**src/hw/rtl/assert_macros.svh**
```systemverilog
// Assertion macros used by int8_scaled_dot_product to check its own behavior.
`ifndef ASSERT_MACROS_SVH
`define ASSERT_MACROS_SVH
`ifndef SYNTH
`define SDP_ASSERT(lbl, prop) \
  lbl: assert property (@(posedge clk) disable iff (rst) prop) else $error("sdp check failed");
`define SDP_NEVER(lbl, cond) \
  lbl: assert property (@(posedge clk) disable iff (rst) !(cond)) else $error("sdp check failed");
`else
`define SDP_ASSERT(lbl, prop)
`define SDP_NEVER(lbl, cond)
`endif
`endif

```
**src/hw/rtl/sdp_pkg.sv**
```systemverilog
// Types and constants shared by the scaled dot product modules.
package sdp_pkg;

  localparam int unsigned BytesPerWord = 4;
  localparam logic [31:0] F32Nan = 32'h7FC0_0000;
  localparam logic [7:0] ExpMax = 8'hFF;

  typedef enum logic [2:0] {
    FS_IDLE,
    FS_NORM,
    FS_DENORM,
    FS_ROUND,
    FS_MUL,
    FS_DONE
  } fs_state_t;

  typedef struct packed {
    logic        start;
    logic [31:0] sum;
    logic [31:0] row;
    logic [31:0] col;
  } fs_req_t;

  function automatic logic [15:0] to_bf16(input logic [31:0] u);
    logic [31:0] r;
    begin
      r = u + 32'h0000_7FFF + {31'b0, u[16]};
      if (u[30:23] == ExpMax && u[22:0] != 23'b0) begin
        to_bf16 = F32Nan[31:16];
      end else begin
        to_bf16 = r[31:16];
      end
    end
  endfunction

endpackage

```
**src/hw/rtl/int8_scaled_dot_product.sv**
```systemverilog
// Top level: int8 lanes, accumulator merge and the float scaling unit.
//
//   beat     direction  handshake              payload
//   input    in         in_valid / in_ready    act_bytes wgt_bytes end_of_row row_scale col_scale
//   result   out        out_valid / out_ready  result_bf16 dot_sum
//
// A beat without end_of_row is taken by the lanes and the adder, one per cycle while the
// float unit is idle. An end_of_row beat starts the float unit, which normalizes eight or
// one bits a cycle and runs its float32 multiplier twice; input stays blocked until the
// result beat is taken. Reset clears the accumulator and the float unit's control state.
// A stalled result holds, and no input is taken meanwhile.
`include "assert_macros.svh"
module int8_scaled_dot_product #(
  parameter int LANES = 4
) (
  input  logic              clk,
  input  logic              rst,
  input  logic              in_valid,
  output logic              in_ready,
  input  logic [31:0]       act_bytes,
  input  logic [31:0]       wgt_bytes,
  input  logic              end_of_row,
  input  logic [31:0]       row_scale,
  input  logic [31:0]       col_scale,
  output logic              out_valid,
  input  logic              out_ready,
  output logic [15:0]       result_bf16,
  output logic signed [31:0] dot_sum
);

  localparam int Active = (LANES < sdp_pkg::BytesPerWord) ? LANES : sdp_pkg::BytesPerWord;

  logic signed [15:0] prod [Active];
  logic [31:0]        accum;
  logic [31:0]        lane_sum;
  logic [31:0]        accum_next;
  logic               accept;
  logic               busy;
  sdp_pkg::fs_req_t   req;

  for (genvar i = 0; i < Active; i++) begin : g_lane
    sdp_lane u_lane (
      .act_byte(act_bytes[8*i +: 8]),
      .wgt_byte(wgt_bytes[8*i +: 8]),
      .prod    (prod[i])
    );
  end

  always_comb begin
    lane_sum = 32'b0;
    for (int i = 0; i < Active; i++) begin
      lane_sum = lane_sum + {{16{prod[i][15]}}, prod[i]};
    end
    accum_next = accum + lane_sum;
  end

  assign in_ready = !busy;
  assign accept = in_valid && in_ready;

  always_ff @(posedge clk) begin
    if (rst) begin
      accum <= 32'b0;
    end else if (accept) begin
      accum <= end_of_row ? 32'b0 : accum_next;
    end
  end

  always_comb begin
    req.start = accept && end_of_row;
    req.sum = accum_next;
    req.row = row_scale;
    req.col = col_scale;
  end

  sdp_fscale u_fscale (
    .clk        (clk),
    .rst        (rst),
    .req        (req),
    .busy       (busy),
    .out_valid  (out_valid),
    .out_ready  (out_ready),
    .result_bf16(result_bf16),
    .dot_sum    (dot_sum)
  );

  `SDP_NEVER(a_no_overlap, in_ready && out_valid)
  `SDP_ASSERT(a_last_blocks, (accept && end_of_row) |=> !in_ready)
  `SDP_ASSERT(a_free_after_out, (out_valid && out_ready) |=> in_ready && !out_valid)

endmodule

```
**src/hw/rtl/sdp_lane.sv**
```systemverilog
// One lane: signed product of an activation byte and a weight byte.
module sdp_lane (
  input  logic [7:0]         act_byte,
  input  logic [7:0]         wgt_byte,
  output logic signed [15:0] prod
);

  assign prod = $signed(act_byte) * $signed(wgt_byte);

endmodule

```
**src/hw/rtl/sdp_fscale.sv**
```systemverilog
// Float path: int32 to float32, two float32 multiplies, bfloat16 result.
module sdp_fscale (
  input  logic              clk,
  input  logic              rst,
  input  sdp_pkg::fs_req_t  req,
  output logic              busy,
  output logic              out_valid,
  input  logic              out_ready,
  output logic [15:0]       result_bf16,
  output logic signed [31:0] dot_sum
);

  sdp_pkg::fs_state_t state, state_next;

  logic [1:0]         pass;
  logic               sgn;
  logic               zero;
  logic [47:0]        m;
  logic signed [11:0] e;
  logic signed [11:0] be_eff;
  logic               sticky;
  logic [31:0]        cur;
  logic [31:0]        row;
  logic [31:0]        col;
  logic [31:0]        sum_q;

  logic signed [11:0] be;
  logic [5:0]         sh;
  logic [95:0]        wide;
  logic [24:0]        q_r;
  logic signed [11:0] bexp;
  logic [31:0]        rnd_bits;

  logic [31:0] opb;
  logic [7:0]  ea, eb;
  logic [23:0] ma, mb;
  logic        nan_a, nan_b, inf_a, inf_b, zr_a, zr_b, sp, mul_special;
  logic [31:0] sp_bits;

  always_comb begin
    be = e + 12'sd174;
    sh = 6'd0;
    if (be <= 12'sd0) begin
      if (be < -12'sd48) begin
        sh = 6'd49;
      end else begin
        sh = 6'(12'sd1 - be);
      end
    end
    wide = {m, 48'b0} >> sh;
  end

  always_comb begin
    q_r = {1'b0, m[47:24]} + {24'b0, m[23] & ((|m[22:0]) | sticky | m[24])};
    bexp = be_eff;
    if (q_r[24]) begin
      q_r = q_r >> 1;
      bexp = be_eff + 12'sd1;
    end
    if (zero) begin
      rnd_bits = {sgn, 31'b0};
    end else if (bexp >= 12'sd255) begin
      rnd_bits = {sgn, sdp_pkg::ExpMax, 23'b0};
    end else begin
      rnd_bits = {sgn, q_r[23] ? bexp[7:0] : 8'h00, q_r[22:0]};
    end
  end

  always_comb begin
    opb = (pass == 2'd0) ? row : col;
    ea = cur[30:23];
    eb = opb[30:23];
    ma = {ea != 8'h00, cur[22:0]};
    mb = {eb != 8'h00, opb[22:0]};
    nan_a = ea == sdp_pkg::ExpMax && cur[22:0] != 23'b0;
    nan_b = eb == sdp_pkg::ExpMax && opb[22:0] != 23'b0;
    inf_a = ea == sdp_pkg::ExpMax && cur[22:0] == 23'b0;
    inf_b = eb == sdp_pkg::ExpMax && opb[22:0] == 23'b0;
    zr_a = cur[30:0] == 31'b0;
    zr_b = opb[30:0] == 31'b0;
    sp = cur[31] ^ opb[31];
    mul_special = nan_a | nan_b | inf_a | inf_b | zr_a | zr_b;
    if (nan_a || nan_b || (inf_a && zr_b) || (zr_a && inf_b)) begin
      sp_bits = sdp_pkg::F32Nan;
    end else if (inf_a || inf_b) begin
      sp_bits = {sp, sdp_pkg::ExpMax, 23'b0};
    end else begin
      sp_bits = {sp, 31'b0};
    end
  end

  always_comb begin
    state_next = state;
    case (state)
      sdp_pkg::FS_IDLE: begin
        if (req.start) state_next = sdp_pkg::FS_NORM;
      end
      sdp_pkg::FS_NORM: begin
        if (m == 48'b0) begin
          state_next = sdp_pkg::FS_ROUND;
        end else if (m[47]) begin
          state_next = sdp_pkg::FS_DENORM;
        end
      end
      sdp_pkg::FS_DENORM: state_next = sdp_pkg::FS_ROUND;
      sdp_pkg::FS_ROUND: begin
        state_next = (pass == 2'd2) ? sdp_pkg::FS_DONE : sdp_pkg::FS_MUL;
      end
      sdp_pkg::FS_MUL: begin
        if (!mul_special) begin
          state_next = sdp_pkg::FS_NORM;
        end else if (pass == 2'd1) begin
          state_next = sdp_pkg::FS_DONE;
        end
      end
      sdp_pkg::FS_DONE: begin
        if (out_ready) state_next = sdp_pkg::FS_IDLE;
      end
      default: state_next = sdp_pkg::FS_IDLE;
    endcase
  end

  always_ff @(posedge clk) begin
    if (rst) begin
      state <= sdp_pkg::FS_IDLE;
    end else begin
      state <= state_next;
    end
  end

  always_ff @(posedge clk) begin
    case (state)
      sdp_pkg::FS_IDLE: begin
        if (req.start) begin
          pass <= 2'd0;
          row <= req.row;
          col <= req.col;
          sum_q <= req.sum;
          sgn <= req.sum[31];
          zero <= req.sum == 32'b0;
          m <= {16'b0, req.sum[31] ? (~req.sum + 32'd1) : req.sum};
          e <= 12'sd0;
        end
      end
      sdp_pkg::FS_NORM: begin
        if (m != 48'b0 && !m[47]) begin
          if (m[47:40] == 8'b0) begin
            m <= m << 8;
            e <= e - 12'sd8;
          end else begin
            m <= m << 1;
            e <= e - 12'sd1;
          end
        end
      end
      sdp_pkg::FS_DENORM: begin
        m <= wide[95:48];
        sticky <= |wide[47:0];
        be_eff <= (be <= 12'sd0) ? 12'sd1 : be;
      end
      sdp_pkg::FS_ROUND: begin
        cur <= rnd_bits;
      end
      sdp_pkg::FS_MUL: begin
        pass <= pass + 2'd1;
        if (mul_special) begin
          cur <= sp_bits;
        end else begin
          m <= ma * mb;
          e <= $signed({4'b0, (ea == 8'h00) ? 8'h01 : ea})
             + $signed({4'b0, (eb == 8'h00) ? 8'h01 : eb}) - 12'sd300;
          sgn <= sp;
          zero <= 1'b0;
        end
      end
      default: begin
      end
    endcase
  end

  assign busy = state != sdp_pkg::FS_IDLE;
  assign out_valid = state == sdp_pkg::FS_DONE;
  assign result_bf16 = sdp_pkg::to_bf16(cur);
  assign dot_sum = sum_q;

endmodule
```
**config.mk**
```make
export PLATFORM = sky130hd
export DESIGN_NAME = int8_scaled_dot_product
export DESIGN_NICKNAME = d
export VERILOG_FILES = /design/src/hw/rtl/sdp_pkg.sv /design/src/hw/rtl/int8_scaled_dot_product.sv /design/src/hw/rtl/sdp_lane.sv /design/src/hw/rtl/sdp_fscale.sv
export VERILOG_INCLUDE_DIRS = /design/src /design/src/hw/rtl
export SDC_FILE = /design/constraint.sdc
export NUM_CORES = 2
export LEC_CHECK = 0
export BUFFER_PORTS_ARGS = -buffer_cell sky130_fd_sc_hd__buf_4
export CORE_MARGIN = 4
export CORE_UTILIZATION = 60
export DETAILED_ROUTE_END_ITERATION = 8
export PLACE_DENSITY = 0.84
export RECOVER_POWER = 50
export SYNTH_ARGS = -nofsm -noshare
export SYNTH_HDL_FRONTEND = slang
export SYNTH_SLANG_ARGS = --single-unit
```
**constraint.sdc**
```tcl
create_clock -name clk -period 16.9 [get_ports clk]
set_input_delay 2.535 -clock clk [delete_from_list [all_inputs] [get_ports clk]]
set_output_delay 2.535 -clock clk [all_outputs]
set_load 0.03 [all_outputs]
```
Word-level counts from Yosys, hierarchy flattened
Index checks and enable logic that the tools add are counted.

operators by class
  $add $sub $neg = 16
  multiply operators = 5
  order comparisons = 3
  equal/unequal tests = 16
  shift-type cells = 1
  mux-type cells = 43
  bitwise logic cells = 10
  reduce and logical (&&, ||, !) cells = 45

operator list
  cell                                                              count
  48-bit two-way mux                                                4
  48-bit case mux with 4 select lines                               1
  32-bit two-way mux                                                5
  96-bit by 6-bit right shift with 96-bit output                    1
  31-bit two-way mux                                                3
  8-bit by 8-bit multiplier with 16-bit output                      4
  32-bit case mux with 2 select lines                               1
  31-bit logical NOT                                                2
  12-bit two-way mux                                                5
  48-bit logical NOT                                                1
  24-bit by 24-bit multiplier with 48-bit output                    1
  48-bit nonzero test                                               1
  48-bit OR reduction                                               1
  23-bit logical NOT                                                2
  23-bit nonzero test                                               2
  12-bit case mux with 3 select lines                               1
  32-bit by 1-bit adder with 32-bit output                          1
  32-bit by 1-bit adder with 32-bit output, second input constant   1
  32-bit by 15-bit adder with 32-bit output, second input constant  1
  32-bit adder                                                      1
  32-bit logical NOT                                                1
  32-bit NOT                                                        1
  24-bit by 1-bit adder with 25-bit output                          1
  8-bit logical NOT                                                 3
  50 further kinds                                                  94

word-level totals
  register bits after elaboration = 240
  bits of input ports = 133
  logic and storage cells = 152

Logic depth before layout (Yosys ltp)
  depth in word-level cells = 11
  depth in mapped cells = 48

Hierarchy
Synthesis repeated with hierarchy kept, for this count alone.

second synthesis, totals
  cells, all modules = 5,384
  area total of the unflattened synthesis = 48,272.5 µm²

modules (own cells, without submodules)
  module                   instances  cells an instance  area an instance (µm²)  sequential area each (µm²)
  sdp_fscale               1          3,670              33,637.3                6,216.0
  sdp_lane                 4          284                2,511.2                 0.0
  int8_scaled_dot_product  1          578                4,590.7                 640.6

Worst setup path before layout
No wires, ideal clock.

  kind = in2reg
  start = input port act_bytes[28]
  end = register u_fscale.m[3] (data pin)
  data arrival time = 12.062 ns
  required time = 16.624 ns
  path slack = 4.562 ns
  cell stages on the path = 40
  path through = and2_1 > fa_1 > ha_1 > inv_1 > fa_1 > inv_1 > fa_1 > inv_1 > fa_1 > inv_1 > fa_1 > inv_1 > fa_1 > inv_1 > fa_1 > ha_1 > a21o_1 > a21oi_1 > [... 4 more ...] > o41ai_1 > o2111ai_1 > a21oi_1 > xnor2_1 > ha_1 > a21oi_1 > o21ai_0 > a21o_1 > a21o_1 > a41o_1 > a31o_2 > a311oi_1 > xnor2_1 > xnor2_1 > clkbuf_1 > nor2_1 > xnor2_1 > o221ai_1

on the way
  word-level cells in the longest chain between the ends = 6

ends and longest elaborated chain
  element                                       line                           RTL
  from (decl)                                   int8_scaled_dot_product.sv:20  input logic [31:0] act_bytes,
  8-bit by 8-bit multiplier with 16-bit output  sdp_lane.sv:8                  assign prod = $signed(act_byte) * $signed(wgt_byte);
  18-bit by 16-bit adder with 19-bit output     int8_scaled_dot_product.sv:52  lane_sum = lane_sum + {{16{prod[i][15]}}, prod[i]};
  32-bit adder                                  int8_scaled_dot_product.sv:54  accum_next = accum + lane_sum;
  32-bit two-way mux                            sdp_fscale.sv:141              m <= {16'b0, req.sum[31] ? (~req.sum + 32'd1) : req.sum};
  48-bit two-way mux                            sdp_fscale.sv:134              if (req.start) begin
  48-bit case mux with 4 select lines           sdp_fscale.sv:132              case (state)
  to (signal assigned)                          sdp_fscale.sv:141
  to (signal assigned)                          sdp_fscale.sv:148              m <= m << 8;
  to (signal assigned)                          sdp_fscale.sv:151              m <= m << 1;
  to (decl)                                     sdp_fscale.sv:18               logic [47:0] m;

Every way passes these cells. The select of a mux whose other input is x is not followed.
A chain may end at the register's enable or synchronous reset.

Worst setup path after layout
  start = input port act_bytes[28]
  end = register u_fscale.m[10] (data pin)

on the way
  word-level cells in the longest chain between the ends = 8

ends and longest elaborated chain
  element                                           line
  8-bit by 8-bit multiplier with 16-bit output (*)  sdp_lane.sv:8
  18-bit by 16-bit adder with 19-bit output (*)     int8_scaled_dot_product.sv:52
  32-bit adder (*)                                  int8_scaled_dot_product.sv:54
  32-bit NOT                                        sdp_fscale.sv:141
  32-bit by 1-bit adder with 32-bit output          sdp_fscale.sv:141
  32-bit two-way mux (*)                            sdp_fscale.sv:141
  48-bit two-way mux (*)                            sdp_fscale.sv:134
  48-bit case mux with 4 select lines (*)           sdp_fscale.sv:132

Every way passes the cells marked *; elsewhere a longest branch is shown, timed or not. The select of a mux whose other input is x is not followed.

==> results_dict.tcl <==
set metrics [dict create \
    gp_congestion 1.04 \
    dieArea_mm2 0.0827 \
    rsz0062_at_grt "false" \
    ctsHoldBuffers 0 \
    synth.most_common_cell "inv_1" \
    worstPathMaxFanout 25 \
    ctsResizeCount 0 \
    netlist.area_leader.share 0.346 \
    drive_gt1_frac 0.0649 \
    holdCritPathClass "reg2reg" \
    numCtsBuffers 26 \
    grt_overflow_total 0 \
    required_ps 17230 \
    clk_path_buf_depth 3 \
    yosys_warnings 0 \
    design_area_mm2 0.0499 \
    yosysSeqAreaShare 0.146 \
    grt_pass1_wl_mm 222 \
    ios 183 \
    dp.cells 6182 \
    grt_max_degree 65 \
    synth-seq-cells 240 \
    post-dp-hpwl_mm 113 \
    worstHoldStart "accum[0]" \
    violations "capacitance limit, slew limit" \
    grt_pass1_vias 38800 \
    yosys.area.top_type "fa_1" \
    setup_tns_ps 0 \
    setup_viol 0 \
    setup.worst_path.start "act_bytes[28]" \
    die_w_um 288 \
    post_drt_wl_per_cell_um 22.9 \
    cts_tree "built" \
    syn_inst 5134 \
    clock_latency_ps 580 \
    nNetsFinal 6444 \
    post-route-period-util 0.775 \
    relSlewSlack -1.37 \
    wirelength_mm 143 \
    slowest_stage "o41ai_1" \
    max_cap_violations 6 \
    crit_path_end_kind "flip-flop" \
    synthTopCellsByArea "fa_1, edfxtp_1, ha_1" \
    syn_avg_cell_area_um2 9.14 \
    arrival_ps 13430 \
    cpPeakStageDelay_ps 610 \
    portBuffers 182 \
    synthArstFlopShare 0 \
    finClkSkew_ps 36.1 \
    h-tree-depth 1 \
    antenna_found_initial 4 \
    status "finished with violations" \
    path_clk_slew_ps 70 \
    post_cts_buffers 0 \
    core_mm2 0.0775 \
    drv_slew 252 \
    synth_ff_type "edfxtp_1" \
    cts-root-buf "clkbuf_16" \
    firstDrtPassIters 6 \
    avgViaCountPerCell 6.13 \
    timing.rr.start "u_fscale.pass[0]" \
    ant_nets 0 \
    worst_pin_slew_ps 3560 \
    synth_edf_count 205 \
    drtIter0Drc 3968 \
    synth_nets 6408 \
    grt_use_total 0.347 \
    die_h_um 288 \
    area_growth_pct 6.45 \
    place_area_mm2 0.0492 \
    netlist_area_mm2 0.0469 \
    initial_core_util 0.606 \
    period_needed_ps 13110 \
    startpoint_type "input port" \
    hold_viol 0 \
    critPathKind "in2reg" \
    drc_errors 0 \
    finalNonFillerCells 6231 \
    cts_sinks 240 \
    synthTopCellsByCount "inv_1, fa_1, nand2_1" \
    row_count 102 \
    via_count 38200 \
    clock.fmax_mhz 76.3 \
    synth.distinct_cells 91 \
]
-- area by class of cell --
cell class                 count  area, um^2
timing repair buffer         247        1690
multi-input combinational   3719       35700
fill                        6255       27500
tap                         1040        1300
inverter                     936        3510
clock buffer                  33         739
sequential                   240        6860
clock inverter                15         151
antenna                        1        2.50
-- placed cells by master, fill, tap and decap left out, types with 14 or more instances in the layout --
| master | n |
|---|---|
| o211ai_1 | 17 |
| o31ai_1 | 14 |
| dfxtp_1 | 35 |
| ha_1 | 331 |
| clkbuf_16 | 28 |
| o21bai_1 | 16 |
| fa_1 | 810 |
| edfxtp_1 | 205 |
| buf_4 | 141 |
| nand4_1 | 38 |
| nor2_1 | 217 |
| nor2b_1 | 162 |
| and2_1 | 197 |
| nand3_1 | 53 |
| inv_1 | 935 |
| mux2_2 | 35 |
| clkbuf_1 | 46 |
| nand2_1 | 653 |
| xnor2_1 | 131 |
| mux2i_1 | 104 |
| nand2b_1 | 37 |
| a22oi_1 | 55 |
| a21oi_1 | 189 |
| o22ai_1 | 37 |
| nor4_1 | 37 |
| a211oi_1 | 20 |
| a21o_1 | 36 |
| a31oi_1 | 14 |
| o221ai_1 | 22 |
| nor3_1 | 59 |
| clkbuf_4 | 63 |
| o21ai_0 | 116 |
| and3_1 | 31 |
| o21a_1 | 18 |
| xor2_1 | 55 |
-- worst paths after layout --
check,endpoint,slack (ps),cells after the start
worst min-delay path,accum[0],520,2
worst max register to register,u_fscale.m[42],5110,33
worst max-delay path,u_fscale.m[10],3790,42
worst min register to register,accum[0],520,2
-- through the flow --
stage          hold slack (ps)  setup slack [ps]   util
2_1_floorplan              464              4560      -
3_3_place_gp               478              3610  0.635
3_5_place_dp               494              3220  0.635
4_1_cts                    509              3790  0.647
5_1_grt                    540              3030  0.645
6_report                   519              3790  0.645
-- kinds of logic (layout without fill, tap and decap cells) --
family | Yosys count | count (layout) | share of synthesized area
simple gates | 1548 | 1548 | 0.159
buf+inv | 1175 | 1231 | 0.0954
fa+ha+maj | 1141 | 1141 | 0.434
compound gates | 695 | 695 | 0.0983
flops | 240 | 240 | 0.146
xor+xnor | 188 | 188 | 0.0351
mux | 146 | 146 | 0.0322
other cells | 1 | 2 | 0.0000799
-- flip-flops by register name (all words and copies together), names as in the netlist, 3 cells and up --
name,count
u_fscale.m,48
accum,32
u_fscale.col,32
u_fscale.cur,32
u_fscale.dot_sum,32
u_fscale.row,32
u_fscale.be_eff,12
u_fscale.e,12
u_fscale.state,3
-- worst max-delay path: cells and delay by family --
family	cells	cell delay (ps)
adder cells (fa/ha/maj)	10	4470
AO/OA/AOI/OAI	16	4060
buffers and inverters	9	1080
XOR/XNOR	4	840
AND/OR/NAND/NOR	3	420
-- metal layers --
metal / track usage / wire, um / vias to the layer above
li1: - / - / 16500
met1: 0.479 / 56300 / 19000
met2: 0.550 / 65300 / 2313
met3: 0.0749 / 15400 / 407
met4: 0.112 / 5760 / 4
met5: 0 / 52 / -
Power is left out: the tool's default activity adds up to more than one toggle a clock period on the data nets, which glitch-free logic cannot reach.
